## config.mk

```make
export PLATFORM = sky130hd
export DESIGN_NAME = lfd_ctrl
export DESIGN_NICKNAME = d
export VERILOG_FILES = /design/src/sv/lfd_pkg.sv /design/src/sv/lfd_ctrl.sv
export SDC_FILE = /design/constraint.sdc
export NUM_CORES = 1
export LEC_CHECK = 0
export ABC_AREA = 0
export BUFFER_PORTS_ARGS = -buffer_cell sky130_fd_sc_hd__buf_2
export CAP_MARGIN = 30
export CORE_AREA = 2 2 39 41
export DETAILED_ROUTE_END_ITERATION = 12
export DIE_AREA = 0 0 41 43
export GPL_ROUTABILITY_DRIVEN = 1
export PLACE_DENSITY = 0.4
export SLEW_MARGIN = 20
export SYNTH_ARGS = -nofsm -noshare
export SYNTH_HDL_FRONTEND = slang
export SYNTH_SLANG_ARGS = --single-unit
```

## constraint.sdc

```tcl
create_clock -name i_clk -period 1.2 [get_ports i_clk]
set_input_delay 0.12 -clock i_clk [delete_from_list [all_inputs] [get_ports i_clk]]
set_output_delay 0.12 -clock i_clk [all_outputs]
set_load 0.1 [all_outputs]
```

## src/sv/lfd_pkg.sv

```systemverilog
`timescale 1ns / 1ps

package lfd_pkg;

    localparam int WINDOW_SIZE_DEF = 8192;

    // Frame byte count and limit width
    localparam int COUNT_W    = 24;
    // Backward distance 1..8192
    localparam int DIST_W     = 14;
    // Copy length 0..8 (zero means no byte left)
    localparam int LEN_W      = 4;
    // Byte position inside one token's run
    localparam int IDX_W      = 3;
    localparam int MAX_RUN    = 8;

    // Match word layout: length in the low bits, distance above
    localparam logic [2:0] LEN_MASK   = 3'h7;
    localparam int         DIST_SHIFT = 3;

    localparam int IN_DATA_W  = 16;
    localparam int IN_USER_W  = 2;
    localparam int OUT_DATA_W = 32;
    localparam int OUT_USER_W = 3;

    typedef enum logic [2:0] {
        ST_IDLE,
        ST_CALC,
        ST_FETCH,
        ST_RUN,
        ST_EMPTY
    } t_state;

    typedef struct packed {
        logic load;        // take the token in
        logic calc;        // size the run, set the limit flag, start the read pointer
        logic fetch;       // issue one history read
        logic emit;        // produce one byte into the output register
        logic emit_empty;  // produce the result that carries no byte
    } t_cmd;

    typedef struct packed {
        logic out_free;    // output register can take a word this cycle
        logic no_bytes;    // the token produces no byte
        logic last_byte;   // the byte in hand is the last of the run
    } t_status;

endpackage

```

## src/sv/lfd_ctrl.sv

```systemverilog
`timescale 1ns / 1ps

module lfd_ctrl import lfd_pkg::*; (
    input  logic    i_clk,
    input  logic    i_rst_n,
    input  logic    i_in_valid,
    output logic    o_in_ready,
    input  t_status i_status,
    output t_cmd    o_cmd
);

    t_state r_state;
    t_state n_state;

    always_ff @(posedge i_clk) begin
        if (!i_rst_n) begin
            r_state <= ST_IDLE;
        end else begin
            r_state <= n_state;
        end
    end

    always_comb begin
        n_state = r_state;
        case (r_state)
            ST_IDLE: begin
                if (i_in_valid) n_state = ST_CALC;
            end
            ST_CALC: begin
                n_state = ST_FETCH;
            end
            ST_FETCH: begin
                n_state = i_status.no_bytes ? ST_EMPTY : ST_RUN;
            end
            ST_RUN: begin
                if (i_status.out_free && i_status.last_byte) n_state = ST_IDLE;
            end
            ST_EMPTY: begin
                if (i_status.out_free) n_state = ST_IDLE;
            end
            default: begin
                n_state = ST_IDLE;
            end
        endcase
    end

    always_comb begin
        o_cmd      = '0;
        o_in_ready = 1'b0;
        case (r_state)
            ST_IDLE: begin
                o_in_ready = 1'b1;
                o_cmd.load = i_in_valid;
            end
            ST_CALC: begin
                o_cmd.calc = 1'b1;
            end
            ST_FETCH: begin
                o_cmd.fetch = 1'b1;
            end
            ST_RUN: begin
                // read ahead for the next byte while this one goes out
                o_cmd.emit  = i_status.out_free;
                o_cmd.fetch = i_status.out_free && !i_status.last_byte;
            end
            ST_EMPTY: begin
                o_cmd.emit_empty = i_status.out_free;
            end
            default: begin
                o_cmd = '0;
            end
        endcase
    end

endmodule

```

==> run_results.csv <==
group,metric,value,unit
critical_path,cp_common_cell,"buf_12",
synthesis,syn_inst,26,
synthesis,synth_area_leaders,"dfxtp_1, buf_6, a21oi_1",
critical_path,cp.arrival,1.22,ns
global_routing,use_met3,4.71,%
routing,postRouteAntennaNets,0,
power,ir_drop,0.000305,V
clocking,cts-htree-levels,1,
layout,top_register,"r_state",
critical_path,slowest_stage,"dfxtp_2",
timing,rsz0062_at_grt,"true",
timing,fmax,748,MHz
timing,whs,0.153,ns
global_routing,grt_first_pass_wirelength,938,um
timing,period_needed,1.34,ns
critical_path,cp_top_family,"buffers and inverters",
routing,vias,261,
critical_path,r2r-start,"r_state[0]",
clocking,clk_pin_slew,0.04,ns
timing,hold_viol_final,0,
power,p_sw_share,41.2,%
clocking,cts_buffer_depth,2,
layout,final_cells,60,
global_routing,grt_pass1_vias,230,
timing,timing.final.crit_share,111,%
min_path,hold_path_end,"r_state[1]",
power,p_leak,0.206,nW
layout,antenna_cells,0,
timing,fin_ws,-0.137,ns
die,die_y,43,um
place,globalplace.congestion,0.688,
synthesis,netlist_area,218,sq um
layout,ff_latch_area,68.8,sq um
layout,num-nets-final,51,
power,p_sw,0.253,mW
layout,reg_top3,"r_state x3",
global_routing,antenna_found_initial,0,
run,maxCapViolCount,0,
clocking,cts_root_buf,"clkbuf_4",
clocking,cts.sinks,3,
synthesis,synth_top_area_share,27.6,%
die,io_pins,12,
synthesis,yosysUniqueCellTypes,19,
place,portBuffers,11,
run_status,violations,"negative setup slack",
synthesis,synth_fp_nets,32,
critical_path,crit_buf_inv,2,
layout,area_growth,140,%
die,start_util,15.7,%
global_routing,grt_usage,8.32,%
clocking,numCtsBuffers,3,
synthesis,avgSynthCellArea,8.37,sq um
min_path,hp-start,"i_rst_n",
synthesis,yosys_warnings,0,
timing,drv_slew,0,
global_routing,grt_overflow,0,
global_routing,use_met2,10.6,%
routing,wl_per_cell,9.33,um
place,placed_cells,53,
clocking,cts_tree,"built",
critical_path,max_stage_delay,0.33,ns
power,p_total,0.614,mW
die,core_area,1380,sq um
routing,drc,0,
global_routing,busiest_layer,"met2",
timing,max-slew-margin-rel,82.4,%
synthesis,yosysSeqAreaShare,27.6,%
critical_path,critPathKind,"reg2out",
synthesis,synth_top_cell_by_area,"dfxtp_1",
clocking,cts_hold_repair.buffers,0,
timing,finClkSkew,0.000874,ns
power,powerDensity,1180,nW/um^2
critical_path,path_cells,"buf_12 > nor4bb_4 > buf_12",
global_routing,grt_util_met1,9.94,%
power,seqPwrFrac,20.5,%
power,p_comb_share,50.2,%
critical_path,r2r_end,"r_state[0]",
run_status,status,"complete, but fails checks",
power,clockPowerShare,29.2,%
layout,multi_input_area,201,sq um
clocking,clk_latency,0.23,ns
min_path,hold_class,"in2reg",
timing,tightest_slew,0.264,ns
layout,final.fill_count,140,
critical_path,regToRegSetupSlack,0.19,ns
critical_path,worstPathMaxFanout,4,
power,p_int,0.361,mW
place,hpwl,437,um
critical_path,cp.required,1.08,ns
global_routing,grt_max_degree,11,
timing,final-setup-viol-count,6,
routing,via_per_inst,4.35,
timing,setup_tns,-0.604,ns
routing,drt_iter0_markers,2,
min_path,min_path_cells,3,
critical_path,critPathLaunchType,"register",
synthesis,yosys_register_bits,3,
die,rows,14,
critical_path,cp-end-kind,"output port",
routing,drt_wl_total,560,um
routing,dr.pass1.iters,2,
critical_path,r2r_cells,4,
layout,largest_reg_flops,3,
die,die_w,41,um
layout,drive_gt1_share,72.7,%
die,design.die.area,1760,sq um
==> how the worst max path moves through the flow <==
stage	startpoint	to	slack, ns	cells past startpoint
after CTS	r_state[2]	o_cmd[2]	-0.15	3
after global placement	r_state[2]	o_cmd[2]	0.07	3
after floorplan	r_state[1]	o_cmd[0]	-0.47	2
after detailed placement	r_state[2]	o_cmd[2]	0.07	3
final	r_state[1]	o_cmd[0]	-0.14	3
after global routing	r_state[1]	o_cmd[0]	-0.19	3
==> cells in the final DEF (no fill, tap or decap), drive strengths merged <==
cell type	count
buf	16
clkbuf	4
a21oi	3
dfxtp	3
nor3	2
nand2b	2
nor2	2
nor3b	2
inv	1
and2b	1
a21boi	1
nor4b	1
and3	1
nor4bb	1
nand2	1
a211oi	1
nand3	1
a22oi	1
==> through the flow <==
| stage | util [%] | area [sq um] | worst slack (ns) |
|---|---|---|---|
| floorplan | - | 298 | -0.473 |
| global placement | 33.5 | 464 | 0.0663 |
| detailed placement | 33.5 | 464 | 0.0654 |
| CTS | 37.2 | 514 | -0.152 |
| global route | 37.7 | 522 | -0.189 |
| finish | 37.7 | 522 | -0.137 |
==> Yosys cell counts (all sizes together) <==
| library cell | count |
|---|---|
| and2b | 1 |
| a22oi | 1 |
| nand2 | 1 |
| a211oi | 1 |
| inv | 1 |
| and3 | 1 |
| nor2 | 2 |
| nand3 | 1 |
| nor3 | 2 |
| buf | 2 |
| nor3b | 2 |
| nor4bb | 1 |
| dfxtp | 3 |
| a21oi | 3 |
| a21boi | 1 |
| nor4b | 1 |
| nand2b | 2 |
==> worst min-delay path, cell delays in order <==
cell and delay, ns:
buf_2 0.10, nand2b_1 0.08, nor2_1 0.05
==> power by group through the flow <==
stage / combinational (mW) / clock [mW] / sequential [mW]
final: 0.308 / 0.180 / 0.126
after global routing: 0.324 / 0.200 / 0.128
after CTS: 0.303 / 0.188 / 0.130
after detailed placement: 0.293 / 0 / 0.132
after global placement: 0.292 / 0 / 0.132
after floorplan: 0.217 / 0 / 0.114
==> cells by family after synthesis <==
kind of cell | after synthesis | synth area share [%]
buffers and inverters | 3 | 12.1
AOI/OAI and AO/OA | 6 | 17.2
DFF | 3 | 27.6
and+or+nand+nor | 14 | 43.1
==> layer usage <==
layer  share of wire [%]  up-vias
li1                    -      135
met1                  39      116
met2                  52        8
met3                 5.5        2
met4                 3.4        0
met5                   0        -
==> repair_timing <==
item,4_1_cts,5_1_grt
endpoints found under the setup margin,6,6
resized for setup,4,0
pin swaps,2,0
buffers inserted,2,1
==> cell type report <==
cell class              instances  share of cell area [%]
inverters                       1                    1.20
well taps                      16                    3.84
repair buffers                 16                    38.1
flip-flops and latches          3                    13.2
multi-input cells              20                    38.6
clock buffers                   4                    5.04
No activity file was read; power rests on OpenSTA's default activity.
